==> src/cpose_pkg.sv <==
package cpose_pkg;

   localparam int FRAC_BITS    = 16;
   localparam int CORDIC_STEPS = 16;
   localparam int ANG_SHIFT    = 24 - FRAC_BITS;
   localparam int VEC_SHIFT    = 30 - FRAC_BITS;
   localparam int SQ_W         = 38;
   localparam int SQRT_ITERS   = SQ_W / 2;
   localparam int DIV_ITERS    = FRAC_BITS + 1;

   localparam logic signed [32:0] CORDIC_GAIN = 33'sd652032874;
   localparam logic signed [33:0] ANG_RIGHT   = 34'sd90 <<< 24;
   localparam logic signed [33:0] ANG_HALF    = 34'sd180 <<< 24;
   localparam logic signed [25:0] DEG89       = 26'sd89 <<< FRAC_BITS;
   localparam logic signed [25:0] DEG180      = 26'sd180 <<< FRAC_BITS;
   localparam logic signed [25:0] DEG360      = 26'sd360 <<< FRAC_BITS;
   localparam logic signed [17:0] ONE_Q       = 18'sd1 <<< FRAC_BITS;

   localparam logic [2:0] REG_SPEED = 3'd0;
   localparam logic [2:0] REG_LOCK  = 3'd1;
   localparam logic [2:0] REG_UP_X  = 3'd2;
   localparam logic [2:0] REG_UP_Y  = 3'd3;
   localparam logic [2:0] REG_UP_Z  = 3'd4;

   localparam logic [1:0] OP_REL   = 2'd0;
   localparam logic [1:0] OP_AXIS  = 2'd1;
   localparam logic [1:0] OP_PLANE = 2'd2;
   localparam logic [1:0] OP_ROT   = 2'd3;

   localparam logic [1:0] DIR_FWD   = 2'd0;
   localparam logic [1:0] DIR_BACK  = 2'd1;
   localparam logic [1:0] DIR_LEFT  = 2'd2;
   localparam logic [1:0] DIR_RIGHT = 2'd3;

   typedef enum logic [4:0] {
      DP_NOP, DP_LOAD, DP_DIST, DP_DSEL, DP_CROSS, DP_SQ, DP_SQRT_INIT, DP_SQRT,
      DP_DIV_INIT, DP_DIV, DP_DIV_DONE, DP_UNIT_ZERO, DP_UNIT_FWD, DP_MOVE,
      DP_ROT, DP_CINIT, DP_CSTEP, DP_CDONE, DP_BUILD, DP_FWD, DP_APPLY, DP_OUT
   } dp_op_type;

   typedef struct packed {
      dp_op_type  op;
      logic [1:0] idx;
      logic [1:0] sub;
      logic [4:0] step;
      logic       sel;
   } dp_cmd_type;

   typedef struct packed {
      logic [1:0] opcode;
      logic [1:0] dir;
      logic       len_zero;
   } dp_stat_type;

   function automatic logic [1:0] nxt1(input logic [1:0] i);
      logic [1:0] r;
      unique case (i)
         2'd0: r = 2'd1;
         2'd1: r = 2'd2;
         default: r = 2'd0;
      endcase
      return r;
   endfunction

   function automatic logic [1:0] nxt2(input logic [1:0] i);
      logic [1:0] r;
      unique case (i)
         2'd0: r = 2'd2;
         2'd1: r = 2'd0;
         default: r = 2'd1;
      endcase
      return r;
   endfunction

   function automatic logic signed [33:0] atan_deg(input logic [4:0] i);
      logic signed [33:0] r;
      unique case (i)
         5'd0:  r = 34'sd754974720;
         5'd1:  r = 34'sd445687602;
         5'd2:  r = 34'sd235489088;
         5'd3:  r = 34'sd119537938;
         5'd4:  r = 34'sd60000934;
         5'd5:  r = 34'sd30029717;
         5'd6:  r = 34'sd15018523;
         5'd7:  r = 34'sd7509720;
         5'd8:  r = 34'sd3754917;
         5'd9:  r = 34'sd1877466;
         5'd10: r = 34'sd938734;
         5'd11: r = 34'sd469367;
         5'd12: r = 34'sd234684;
         5'd13: r = 34'sd117342;
         5'd14: r = 34'sd58671;
         5'd15: r = 34'sd29335;
         5'd16: r = 34'sd14668;
         5'd17: r = 34'sd7334;
         5'd18: r = 34'sd3667;
         5'd19: r = 34'sd1833;
         5'd20: r = 34'sd917;
         5'd21: r = 34'sd458;
         5'd22: r = 34'sd229;
         5'd23: r = 34'sd115;
         default: r = 34'sd0;
      endcase
      return r;
   endfunction

endpackage

==> src/cpose_ctrl.sv <==
module cpose_ctrl import cpose_pkg::*; (
   input  logic        clock,
   input  logic        reset,
   input  logic        req_tvalid,
   output logic        req_tready,
   output logic        rsp_tvalid,
   input  logic        rsp_tready,
   input  dp_stat_type stat,
   output dp_cmd_type  cmd
);

   typedef enum logic [4:0] {
      S_IDLE, S_DIST, S_DSEL, S_CROSS, S_SQ, S_SQRT_INIT, S_SQRT, S_LEN,
      S_DIV_INIT, S_DIV, S_DIV_DONE, S_UNIT_ZERO, S_UNIT_FWD, S_MOVE,
      S_ROT, S_CINIT, S_CSTEP, S_CDONE, S_BUILD, S_FWD, S_APPLY, S_OUT
   } state_type;

   state_type  state_ff;
   logic [1:0] idx_ff;
   logic [1:0] sub_ff;
   logic [4:0] step_ff;
   logic       sel_ff;
   logic       rotm_ff;
   logic       rsp_valid_ff;
   logic       out_load;

   assign req_tready = (state_ff == S_IDLE);
   assign rsp_tvalid = rsp_valid_ff;
   assign out_load   = (state_ff == S_OUT) && (!rsp_valid_ff || rsp_tready);

   always_comb begin
      cmd.idx  = idx_ff;
      cmd.sub  = sub_ff;
      cmd.step = step_ff;
      cmd.sel  = sel_ff;
      unique case (state_ff)
         S_IDLE:      cmd.op = req_tvalid ? DP_LOAD : DP_NOP;
         S_DIST:      cmd.op = DP_DIST;
         S_DSEL:      cmd.op = DP_DSEL;
         S_CROSS:     cmd.op = DP_CROSS;
         S_SQ:        cmd.op = DP_SQ;
         S_SQRT_INIT: cmd.op = DP_SQRT_INIT;
         S_SQRT:      cmd.op = DP_SQRT;
         S_LEN:       cmd.op = DP_NOP;
         S_DIV_INIT:  cmd.op = DP_DIV_INIT;
         S_DIV:       cmd.op = DP_DIV;
         S_DIV_DONE:  cmd.op = DP_DIV_DONE;
         S_UNIT_ZERO: cmd.op = DP_UNIT_ZERO;
         S_UNIT_FWD:  cmd.op = DP_UNIT_FWD;
         S_MOVE:      cmd.op = DP_MOVE;
         S_ROT:       cmd.op = DP_ROT;
         S_CINIT:     cmd.op = DP_CINIT;
         S_CSTEP:     cmd.op = DP_CSTEP;
         S_CDONE:     cmd.op = DP_CDONE;
         S_BUILD:     cmd.op = DP_BUILD;
         S_FWD:       cmd.op = DP_FWD;
         S_APPLY:     cmd.op = DP_APPLY;
         S_OUT:       cmd.op = out_load ? DP_OUT : DP_NOP;
         default:     cmd.op = DP_NOP;
      endcase
   end

   always_ff @(posedge clock) begin
      if (reset) begin
         state_ff     <= S_IDLE;
         idx_ff       <= '0;
         sub_ff       <= '0;
         step_ff      <= '0;
         sel_ff       <= 1'b0;
         rotm_ff      <= 1'b0;
         rsp_valid_ff <= 1'b0;
      end else begin
         if (out_load) begin
            rsp_valid_ff <= 1'b1;
         end else if (rsp_tready) begin
            rsp_valid_ff <= 1'b0;
         end
         unique case (state_ff)
            S_IDLE: begin
               if (req_tvalid) begin
                  state_ff <= S_DIST;
               end
            end
            S_DIST: state_ff <= S_DSEL;
            S_DSEL: begin
               idx_ff <= '0;
               sub_ff <= '0;
               if (stat.opcode == OP_ROT) begin
                  state_ff <= S_ROT;
               end else if (stat.opcode == OP_AXIS) begin
                  state_ff <= S_APPLY;
               end else if (stat.dir == DIR_FWD || stat.dir == DIR_BACK) begin
                  state_ff <= S_UNIT_FWD;
               end else begin
                  rotm_ff  <= 1'b0;
                  state_ff <= S_CROSS;
               end
            end
            S_CROSS: begin
               if (sub_ff == 2'd2) begin
                  sub_ff <= '0;
                  if (idx_ff == 2'd2) begin
                     idx_ff   <= '0;
                     state_ff <= S_SQ;
                  end else begin
                     idx_ff <= idx_ff + 2'd1;
                  end
               end else begin
                  sub_ff <= sub_ff + 2'd1;
               end
            end
            S_SQ: begin
               idx_ff <= idx_ff + 2'd1;
               if (idx_ff == 2'd3) begin
                  state_ff <= S_SQRT_INIT;
               end
            end
            S_SQRT_INIT: begin
               step_ff  <= '0;
               state_ff <= S_SQRT;
            end
            S_SQRT: begin
               step_ff <= step_ff + 5'd1;
               if (step_ff == 5'(SQRT_ITERS - 1)) begin
                  state_ff <= S_LEN;
               end
            end
            S_LEN: begin
               idx_ff <= '0;
               if (!stat.len_zero) begin
                  state_ff <= S_DIV_INIT;
               end else if (rotm_ff) begin
                  state_ff <= S_FWD;
               end else begin
                  state_ff <= S_UNIT_ZERO;
               end
            end
            S_DIV_INIT: begin
               step_ff  <= '0;
               state_ff <= S_DIV;
            end
            S_DIV: begin
               step_ff <= step_ff + 5'd1;
               if (step_ff == 5'(DIV_ITERS - 1)) begin
                  state_ff <= S_DIV_DONE;
               end
            end
            S_DIV_DONE: begin
               if (idx_ff != 2'd2) begin
                  idx_ff   <= idx_ff + 2'd1;
                  state_ff <= S_DIV_INIT;
               end else begin
                  idx_ff   <= '0;
                  state_ff <= rotm_ff ? S_FWD : S_MOVE;
               end
            end
            S_UNIT_ZERO: state_ff <= S_MOVE;
            S_UNIT_FWD:  state_ff <= S_MOVE;
            S_MOVE: begin
               idx_ff <= idx_ff + 2'd1;
               if (idx_ff == 2'd3) begin
                  state_ff <= S_APPLY;
               end
            end
            S_ROT: begin
               sel_ff   <= 1'b0;
               rotm_ff  <= 1'b1;
               state_ff <= S_CINIT;
            end
            S_CINIT: begin
               step_ff  <= '0;
               state_ff <= S_CSTEP;
            end
            S_CSTEP: begin
               step_ff <= step_ff + 5'd1;
               if (step_ff == 5'(CORDIC_STEPS - 1)) begin
                  state_ff <= S_CDONE;
               end
            end
            S_CDONE: begin
               idx_ff <= '0;
               if (!sel_ff) begin
                  sel_ff   <= 1'b1;
                  state_ff <= S_CINIT;
               end else begin
                  state_ff <= S_BUILD;
               end
            end
            S_BUILD: begin
               if (idx_ff == 2'd2) begin
                  idx_ff   <= '0;
                  state_ff <= S_SQ;
               end else begin
                  idx_ff <= idx_ff + 2'd1;
               end
            end
            S_FWD:   state_ff <= S_APPLY;
            S_APPLY: state_ff <= S_OUT;
            S_OUT: begin
               if (out_load) begin
                  state_ff <= S_IDLE;
               end
            end
            default: state_ff <= S_IDLE;
         endcase
      end
   end

endmodule

==> config.mk <==
export PLATFORM = sky130hd
export DESIGN_NAME = cpose_ctrl
export DESIGN_NICKNAME = d
export VERILOG_FILES = /design/src/cpose_pkg.sv /design/src/cpose_ctrl.sv
export SDC_FILE = /design/constraint.sdc
export NUM_CORES = 1
export LEC_CHECK = 0
export BUFFER_PORTS_ARGS = -buffer_cell sky130_fd_sc_hd__buf_2
export CAP_MARGIN = 30
export CORE_UTILIZATION = 40
export CTS_CLUSTER_SIZE = 24
export DETAILED_ROUTE_END_ITERATION = 6
export GPL_ROUTABILITY_DRIVEN = 0
export HOLD_SLACK_MARGIN = 0.05
export PLACE_DENSITY_LB_ADDON = 0.2
export SLEW_MARGIN = 0
export SYNTH_ARGS = -nofsm -noshare
export SYNTH_HDL_FRONTEND = slang
export SYNTH_SLANG_ARGS = --single-unit
==> constraint.sdc <==
create_clock -name clock -period 1.6 [get_ports clock]
set_input_delay 0.16 -clock clock [delete_from_list [all_inputs] [get_ports clock]]
set_output_delay 0.16 -clock clock [all_outputs]
set_load 0.03 [all_outputs]
=== Yosys cells after proc, flatten, opt, wreduce, memory -nomap -nowiden ===
Index checks and enable logic that the tools add are counted.

* Add/sub/neg operators: 3
* Muxes and demuxes: 35
* Reduce and logical (&&, ||, !) cells: 20
* Equality and inequality tests: 42

{| class="wikitable"
|+ Operators by type and width
! operator !! count
|-
| 5-bit case mux with 21 select lines || 2
|-
| 5-bit 2-to-1 mux || 17
|-
| 5-bit by 4-bit == test with 1-bit output, second input constant || 9
|-
| 5-bit == test, second input constant || 8
|-
| 2-bit != test, second input constant || 12
|-
| 5-bit by 3-bit == test with 1-bit output, second input constant || 4
|-
| 5-bit by 2-bit == test with 1-bit output, second input constant || 2
|-
| 2-bit case mux with 5 select lines || 1
|-
| 5-bit case mux with 2 select lines || 1
|-
| 2-bit nonzero test || 5
|-
| 3-bit OR reduction || 3
|-
| 2-bit == test, second input constant || 4
|-
| 2-bit 2-to-1 mux || 4
|-
| 8-bit AND reduction || 1
|-
| 1-bit 2-to-1 mux || 6
|-
| 5-bit by 1-bit adder with 5-bit output, second input constant || 1
|-
| 5-bit by 1-bit == test with 1-bit output, second input constant || 1
|-
| 5-bit zero test || 1
|-
| 5-bit nonzero test || 1
|-
| 2-bit by 1-bit adder with 2-bit output, second input constant || 2
|-
| 2-bit by 1-bit == test with 1-bit output, second input constant || 2
|-
| 4-bit 2-to-1 mux || 1
|-
| 1-bit case mux with 2 select lines || 2
|-
| 2-bit case mux with 2 select lines || 1
|-
| other kinds (7) || 9
|}

* Input port bits: 9
* Bits in registers: 17
* Output and inout bits: 17
* Word-level logic and storage cells: 107

=== Longest topological paths before layout ===
Gate-level depths: netlist of the first run.

* Depth after elaboration: 6
* Mapped depth: 9
* Gate-level depth less buffers: 8

=== Least setup slack after synthesis of the first run ===
No wires, ideal clock.

* Path kind: reg2reg
* Start: register step_ff[1]
* End: register state_ff[0]
* Data required time: 1528 ps
* Buffers on the path: 0
* Clock period less this slack: 2013 ps
* Stages on the path, launching flop included: 9
* Library setup time: 72 ps
* Arrival time: 1941 ps
* Slack: -413 ps
* Cells stage by stage: dfxtp_1 -> ha_1 -> and3_1 -> ha_1 -> mux2i_1 -> nand3_1 -> nand4_2 -> a2111oi_4 -> mux2i_1

* Word-level cells in the longest chain between the ends: 3
* Elaborated cells on any way between the ends: 7
* Those cells by class: 6 x eq/ne; 1 x reduce/logical

{| class="wikitable"
|+ Ends and longest elaborated chain
! what !! RTL line !! RTL
|-
| from (decl) || cpose_ctrl.sv:21 || <nowiki>logic [4:0] step_ff;</nowiki>
|-
| from (signal assigned) || cpose_ctrl.sv:123 || <nowiki>step_ff <= step_ff + 5'd1;</nowiki>
|-
| from (signal assigned) || cpose_ctrl.sv:143 || <nowiki>step_ff <= step_ff + 5'd1;</nowiki>
|-
| from (signal assigned) || cpose_ctrl.sv:175 || <nowiki>step_ff <= step_ff + 5'd1;</nowiki>
|-
| 5-bit by 4-bit == test with 1-bit output, or another cell as far along || cpose_ctrl.sv:176 || <nowiki>if (step_ff == 5'(CORDIC_STEPS - 1)) begin</nowiki>
|-
| 2-bit != test (no source line) || - ||
|-
| 8-bit AND reduction (no source line) (*) || - ||
|-
| to (signal assigned) || cpose_ctrl.sv:154 || <nowiki>state_ff <= rotm_ff ? S_FWD : S_MOVE;</nowiki>
|-
| to (decl) || cpose_ctrl.sv:18 || <nowiki>state_type state_ff;</nowiki>
|}

Every way passes the cells marked *; elsewhere a longest branch is shown, timed or not.
A chain may end at the register's enable or synchronous reset.

=== Worst setup path in the final report of the first run ===
* Start: register step_ff[0]
* End: register state_ff[2]

Same word-level chain as after synthesis.

==> metrics.txt, run 1 <==
global route overflow=0; die width=67.9 um; H-tree Lvls=1; Critical Path AT=1980 ps; RSZ-0062 raised after global routing=true; via count=2087; CP startpoint kind=flip-flop; CTS tree=yes; initial cell density of the core=42.5%; Syn Nets=246; Main synth FF type=dfxtp_1; CTS Root Cell=clkbuf_8; R2R setup slack=-200 ps; FF/Latch Area=367 um^2; routed wire length=5990 um; asr flop ratio synth=0%; mapped cell area=1740 um^2; drt wl/cell=16.2 um; final hold violation count=0; placed inst area=2320 um^2; commonest non-fill, non-tap cells in the layout=buf_4, nand2_1, buf_2, buf_6, nor2_1; Worst setup EP type=flip-flop; minimum clock period=1800 ps; die area=4610 um^2; Placeable Area=4090 um^2; Setup CP Type=reg2reg; Worst-Skew Late Latency=260 ps; Unique masters post-synth=62; failing checks=setup timing; commonest non-fill, non-tap cell in the layout=buf_4; PD cells=1720 nW/um^2; Max VDD drop=0.00114 V; CP required=1770 ps; sequential share of the synthesized area=19.6%; worst min path class=in2reg; Mapped Avg Cell Area=7.58 um^2; Post-Synthesis Cells=229; Final Max Slew Viols=0; final HPWL from detailed placement=4000 um; Multi-input gate area=1450 um^2; Starting DRT DRC Count=168; Synth warnings=0; I/O Buffers=24; Synth Register Bits=17; layout cells sized above 1=50.9%; first-pass GRT wire length=8660 um; worst setup margin=-203 ps; clock slew at reported path FFs=70 ps; initial antenna violation count=0; fillers=329; Antenna diodes=0; largest net degree at the start of global routing=15; Area Overhead vs Synth=60.1%; placement row count=23; start of the worst register-to-register path=step_ff[0]; hold slack=262 ps; worst hold stages=2; Pre-Repair DR Iteration Count=4; cts bufs inserted=3; CP max FO=5; Setup crit end=state_ff[2]; final count of negative-setup-slack endpoints=12; crit share post-route=113%; vias per inst=5.64; Post-route DRC=0; reg2reg end=state_ff[2]; Chip Height=67.9 um; status=complete, but fails checks; static leakage=0.00123 uW; Post-synth EDFFs=0; Final Skew=2.19 ps; total of max-cap violations=0; max_slew headroom=73.3%; I/O pin cnt=26; Final Util=68.0%; fmax=555 MHz; post-route cell area=2780 um^2; # clock sinks=17; cells on worst reg2reg path=9; vias in the first global route=1818; Routed Antenna Nets=0; Bufs on Longest Clock Path=2; CP startpoint=step_ff[0]; Slew @ Worst Pin=400 ps; NumNets Final=338; Final TNS setup=-1260 ps; global-route usage over all layers=25.5%
per-layer routing:
metal,GRT usage (%),vias up,share of wire (%)
met3,5.00,12,6.0
met2,39.6,76,48
li1,-,1022,-
met4,8.33,0,2.0
met5,0,-,0
met1,35.0,977,44
kinds of logic (layout without fill, tap and decap cells):
group / count (synthesis) / count (layout) / share of synthesized area, %
AOI/OAI and AO/OA: 63 / 63 / 26.7
adders and majority gates: 8 / 8 / 5.76
and+or+nand+nor: 99 / 99 / 32.7
muxes: 9 / 9 / 5.19
buffers and inverters: 30 / 121 / 8.50
xor gates and xnor gates: 3 / 3 / 1.51
DFF: 17 / 17 / 19.6
cells in the mapped netlist, types with 6 or more instances:
cell	number	area share (%)
mux2i_1	9	5.2
buf_2	10	2.9
nand3_1	11	3.2
ha_1	8	5.8
nor2b_1	14	5.0
nand2_1	22	4.8
o21ai_0	11	3.2
dfxtp_1	17	20
inv_1	11	2.4
nor2_1	13	2.8
o31ai_1	6	2.6
a21oi_1	11	3.2
final cells by class:
| type | instances | share of cell area [%] |
|---|---|---|
| Sequential cell | 17 | 13.2 |
| Multi-Input combinational cell | 182 | 52.2 |
| Inverter | 12 | 1.62 |
| Tap cell | 50 | 2.25 |
| Timing Repair Buffer | 105 | 29.1 |
| Clock buffer | 4 | 1.62 |
sequential cells by signal (all words and copies together), names as in the netlist:
signal	flops
idx_ff	2
rotm_ff	1
rsp_tvalid	1
sel_ff	1
state_ff	5
step_ff	5
sub_ff	2
critical path, cell delays in order (launching register included):
cell and delay (ps):
dfxtp_4 370, ha_4 140, and3_4 190, ha_4 120, mux2i_1 70, nand3_1 100
nand4_2 100, a2111oi_4 190, buf_4 210, mux2i_1 220
worst min path at each step:
stage                     startpoint  slack (ps)         end
after floorplan                reset         380   idx_ff[0]
after global placement         reset         520   sub_ff[1]
after detailed placement       reset         520  step_ff[1]
after CTS                      reset         250  step_ff[1]
after global routing           reset         250  step_ff[0]
final                          reset         260  step_ff[0]
report_power, final:
part	switching (uW)	internal, uW	total [uW]
clock	165	177	342
combinational	1870	1930	3800
sequential	129	520	648
timing repair:
item	4_1_cts	5_1_grt
hold buffers	0	0
setup endpoints to repair	21	15
buffers inserted	6	14
resized for setup	41	45
pin swaps	4	13
stage by stage:
step	total power (uW)	setup WS, ps	instances
5_1_grt	5070	-297	370
6_report	4790	-203	370
2_1_floorplan	2390	-222	229
3_3_place_gp	3550	-203	348
4_1_cts	4240	-165	357
3_5_place_dp	3570	-268	348
Power figures use the tool's default switching activity.
==> run 2, diff against run 1 <==
--- a/config.mk
+++ b/config.mk
@@ -7,7 +7,7 @@
 export LEC_CHECK = 0
 export BUFFER_PORTS_ARGS = -buffer_cell sky130_fd_sc_hd__buf_2
 export CAP_MARGIN = 30
-export CORE_UTILIZATION = 40
+export CORE_UTILIZATION = 50
 export CTS_CLUSTER_SIZE = 24
 export DETAILED_ROUTE_END_ITERATION = 6
 export GPL_ROUTABILITY_DRIVEN = 0
==> run 2 against run 1 <==
Effect of this change:
- the run still ends with setup timing left
- via count increased by 10%
- combinational power increased by 6.3%
- total power increased by 2.8%
- cell area increased by 4.0%
- critical path depth unchanged
- global-route usage increased by 10 points
- first-iteration DRC count increased by 68%
- die area decreased by 19%
- wire length increased by 17%
- non-clock buffer count increased by 7
- critical path type unchanged
- highest routed layer unchanged
- final cell count increased by 0.81%
- clock power decreased by 26%
==> metrics.txt, run 2 (same netlist as run 1, synthesis figures left out) <==
Placeable Area=3340 um^2; Worst setup EP type=flip-flop; worst min path class=in2reg; global route overflow=0; initial antenna violation count=0; placement row count=21; start of the worst register-to-register path=step_ff[1]; Worst-Skew Late Latency=310 ps; CP startpoint=step_ff[1]; crit-path most repeated cell=mux2i_1; Routed Antenna Nets=0; Max VDD drop=0.000990 V; Starting DRT DRC Count=282; Area Overhead vs Synth=66.4%; CP required=1820 ps; drt wl/cell=18.8 um; PD cells=1700 nW/um^2; CTS Root Cell=clkbuf_4; post-route cell area=2890 um^2; die width=60.9 um; total power=4920 uW; commonest non-fill, non-tap cell in the layout=buf_4; placed inst area=2410 um^2; Antenna diodes=0; status=complete, but fails checks; worst setup margin=-236 ps; minimum clock period=1840 ps; RSZ-0062 raised after global routing=true; delay-heaviest family, CP=simple AND/OR/NAND/NOR gates; CP max FO=5; largest net degree at the start of global routing=14; Bufs on Longest Clock Path=2; global-route usage over all layers=35.8%; Setup CP Type=reg2reg; NumNets Final=345; static leakage=0.00125 uW; die area=3710 um^2; Post-route DRC=0; final HPWL from detailed placement=4190 um; CTS tree=yes; final count of negative-setup-slack endpoints=17; Final Skew=12.4 ps; crit-path cells=ha_4, and3_4, ha_1, mux2i_1, nand3_1, nand4_2, a2111oi_4, buf_4, mux2i_1; slowest stage delay, CP=390 ps; Critical Path AT=2060 ps; failing checks=setup timing; max_slew headroom=66.3%; Pre-Repair DR Iteration Count=5; Hold Path Origin=reset; Slew @ Worst Pin=503 ps; CP startpoint kind=flip-flop; first-pass GRT wire length=9670 um; WP buf/inv=1; Chip Height=60.9 um; H-tree Lvls=1; Crit-path slowest cell=dfxtp_4; crit share post-route=115%; top flop regs=state_ff (5), step_ff (5); commonest non-fill, non-tap cells in the layout=buf_4, buf_6, nand2_1, buf_2, nor2_1; Placement Setup Slack=-273 ps; clock slew at reported path FFs=120 ps; layout cells sized above 1=52.9%; fmax=545 MHz; Final TNS setup=-2210 ps; Final Util=86.6%; cts bufs inserted=3; final hold violation count=0; vias per inst=6.18; initial cell density of the core=52.0%; total of max-cap violations=0; I/O Buffers=24; # clock sinks=17; I/O pin cnt=26; vias in the first global route=2071; Final Max Slew Viols=0; via count=2306; routed wire length=7020 um; fillers=169
==> run 2: worst reg2reg max path: stages, from the launching register on <==
cell       delay [ps]
dfxtp_4           390
ha_4              140
and3_4            180
ha_1              140
mux2i_1            70
nand3_1           110
nand4_2           110
a2111oi_4         200
buf_4             210
mux2i_1           210
==> run 2: cell type report <==
type | instances | area [um^2] | area share, %
sequential | 17 | 362 | 12.5
tap | 46 | 57.6 | 1.99
timing repair buffer | 112 | 903 | 31.3
inverter | 12 | 47.5 | 1.65
clock inverter | 1 | 5.00 | 0.173
clock buffer | 3 | 22.5 | 0.779
multi-input combinational | 182 | 1490 | 51.6
==> run 2: routing by layer <==
metal  GRT usage [%]  up-vias  wire length [um]
li1                -     1034                 -
met1            44.1     1083              2700
met2            61.9      150              3470
met3            5.33       39               591
met4            15.6        0               264
met5               0        -                 0
==> run 2: power breakdown <==
part / switching [uW] / internal [uW]
sequential: 110 / 516
clock: 161 / 93.3
combinational: 2040 / 2000
==> run 2: final timing paths <==
kind | to | slack, ps | depth (start not counted)
worst min register to register | sub_ff[0] | 620 | 3
worst max-delay path | state_ff[1] | -240 | 9
worst max register to register | state_ff[1] | -240 | 9
worst min-delay path | sel_ff | 130 | 2
==> run 2: per-stage QoR <==
step | hold slack (ps) | std cells
2_1_floorplan | 384 | 229
3_3_place_gp | 423 | 355
3_5_place_dp | 431 | 355
4_1_cts | 101 | 369
5_1_grt | 129 | 373
6_report | 127 | 373
==> run 2: repair_timing <==
item,in CTS,in global routing
endpoints found under the setup margin,19,18
hold buffers,0,0
pin swaps,22,10
gates resized for setup,69,26
gates cloned,0,0
buffers inserted,12,6
==> run 3, diff against run 2 <==
--- a/config.mk
+++ b/config.mk
@@ -7,7 +7,7 @@
 export LEC_CHECK = 0
 export BUFFER_PORTS_ARGS = -buffer_cell sky130_fd_sc_hd__buf_2
 export CAP_MARGIN = 30
-export CORE_UTILIZATION = 50
+export CORE_UTILIZATION = 45
 export CTS_CLUSTER_SIZE = 24
 export DETAILED_ROUTE_END_ITERATION = 6
 export GPL_ROUTABILITY_DRIVEN = 0
==> run 3 against run 2 <==
Effect of this change:
- the run still ends with setup timing left
- setup slack worse by 120 ps
- cell area rose by 3.5%
- largest power group unchanged
- total power up 9.6%
- highest routed layer unchanged
==> metrics.txt, run 3 (same netlist as run 1, synthesis figures left out) <==
status=complete, but fails checks; failing checks=setup timing; R2R setup slack=-360 ps; Clk network pwr share=6.7%; Routed Antenna Nets=0; Placeable Area=3690 um^2; placed cells=351; share of total power in sequential cells=12.1%; start of the worst register-to-register path=state_ff[0]; vias in the first global route=2156; die width=64.1 um; final count of negative-setup-slack endpoints=15; I/O Buffers=24; switching power of the nets=2520 uW; Worst setup EP type=flip-flop; initial antenna violation count=0; final HPWL from detailed placement=4090 um; Chip Height=64.1 um; worst setup margin=-359 ps; Final Util=81.1%; I/O pin cnt=26; Max VDD drop=0.00117 V; CTS Root Cell=clkbuf_8; clock slew at reported path FFs=80 ps; placement row count=22; CP startpoint kind=flip-flop; Worst-Skew Late Latency=260 ps; via count=2376; Sw Share=46.6%; PD cells=1800 nW/um^2; total of max-cap violations=0; Internal=2880 uW; Starting DRT DRC Count=267; Hold Path Origin=reset; die area=4110 um^2; vias per inst=6.32; RSZ-0062 raised after global routing=true; Slew @ Worst Pin=439 ps; reg2reg end=state_ff[1]; minimum clock period=1960 ps; Setup CP Type=reg2reg; global-route usage over all layers=32.8%; drt wl/cell=20.4 um; Bufs on Longest Clock Path=2; layout cells sized above 1=55.8%; initial cell density of the core=47.1%; Area Overhead vs Synth=72.3%; crit share post-route=122%; commonest non-fill, non-tap cells in the layout=buf_4, buf_6, nand2_1, buf_2, nor2_1; Non-Filler Instances=376; Final Skew=3.34 ps; worst min path class=in2reg; cts bufs inserted=3; commonest non-fill, non-tap cell in the layout=buf_4; final hold violation count=0; Hold Crit Endpoint=sub_ff[0]; static leakage=0.00130 uW; CP required=1720 ps; first-pass GRT wire length=10400 um; Final Max Slew Viols=0; # clock sinks=17; top flop regs=state_ff (5), step_ff (5); global route overflow=0; cells on worst reg2reg path=8; fmax=510 MHz; worst hold stages=2; max_slew headroom=70.5%; CTS tree=yes; combinational share of power=81.2%; largest net degree at the start of global routing=13; CP max FO=3; Critical Path AT=2080 ps; routed wire length=7680 um; Antenna diodes=0; NumNets Final=346; H-tree Lvls=1; Post-route DRC=0; Pre-Repair DR Iteration Count=5
[run 3: cell types whose count changed in the layout (fill, tap and decap cells not counted), sizes merged]
cell,previous run,this run
clkinv,2,1
inv,11,12
buf,112,113
[run 3: through the flow]
stage               worst slack, ps  power, uW  setup TNS (ps)  area (um^2)  hold WS [ps]
finish                         -359       5400           -2220         2990           260
CTS                            -198       4680           -1370         2760           249
global placement               -252       3630           -1700         2380           522
floorplan                      -222       2390           -1240         1760           384
global route                   -369       5590           -3020         2990           249
detailed placement             -312       3670           -2080         2380           529
[run 3: worst max path at each step]
stage	from	to	slack [ps]	cells after the start
final	state_ff[0]	state_ff[1]	-360	8
after global routing	state_ff[0]	state_ff[1]	-370	8
after floorplan	step_ff[1]	state_ff[0]	-220	8
after detailed placement	state_ff[4]	state_ff[1]	-310	6
after CTS	state_ff[0]	req_tready	-200	6
after global placement	state_ff[4]	state_ff[1]	-250	6
[run 3: critical path, cell delays in order (launching register included)]
cell	delay, ps
dfxtp_2	370
buf_4	140
buf_4	100
nor2_1	60
buf_4	140
and4_1	220
a22o_1	200
o31ai_1	410
mux2i_1	170
[run 3: layout make-up]
cell class | instances | area, um^2
clock buffers | 3 | 41.3
clock inverters | 1 | 5.00
fillers | 215 | 697
inverters | 12 | 47.5
multi-input cells | 182 | 1520
flip-flops and latches | 17 | 367
well taps | 48 | 60.1
repair buffers | 113 | 950
[run 3: repair_timing]
| item | CTS | global route |
|---|---|---|
| setup endpoints to repair | 19 | 19 |
| gates resized for setup | 60 | 55 |
| hold buffers | 0 | 0 |
| pin swaps | 24 | 20 |
| buffers inserted | 15 | 11 |
| cloned | 2 | 0 |
[run 3: power by group through the flow]
stage          clock network (uW)  registers (uW)  logic (uW)
2_1_floorplan                   0             625        1760
3_3_place_gp                    0             582        3050
3_5_place_dp                    0             585        3080
4_1_cts                       359             632        3690
5_1_grt                       391             660        4540
6_report                      359             654        4380
[run 3: routing by layer]
metal	vias to the layer above	global-route usage [%]	part of all wire (%)
met1	1101	41.8	38
met2	174	54.1	45
met5	-	0	0
li1	1035	-	-
met4	0	15.3	6.8
met3	66	5.00	9.8
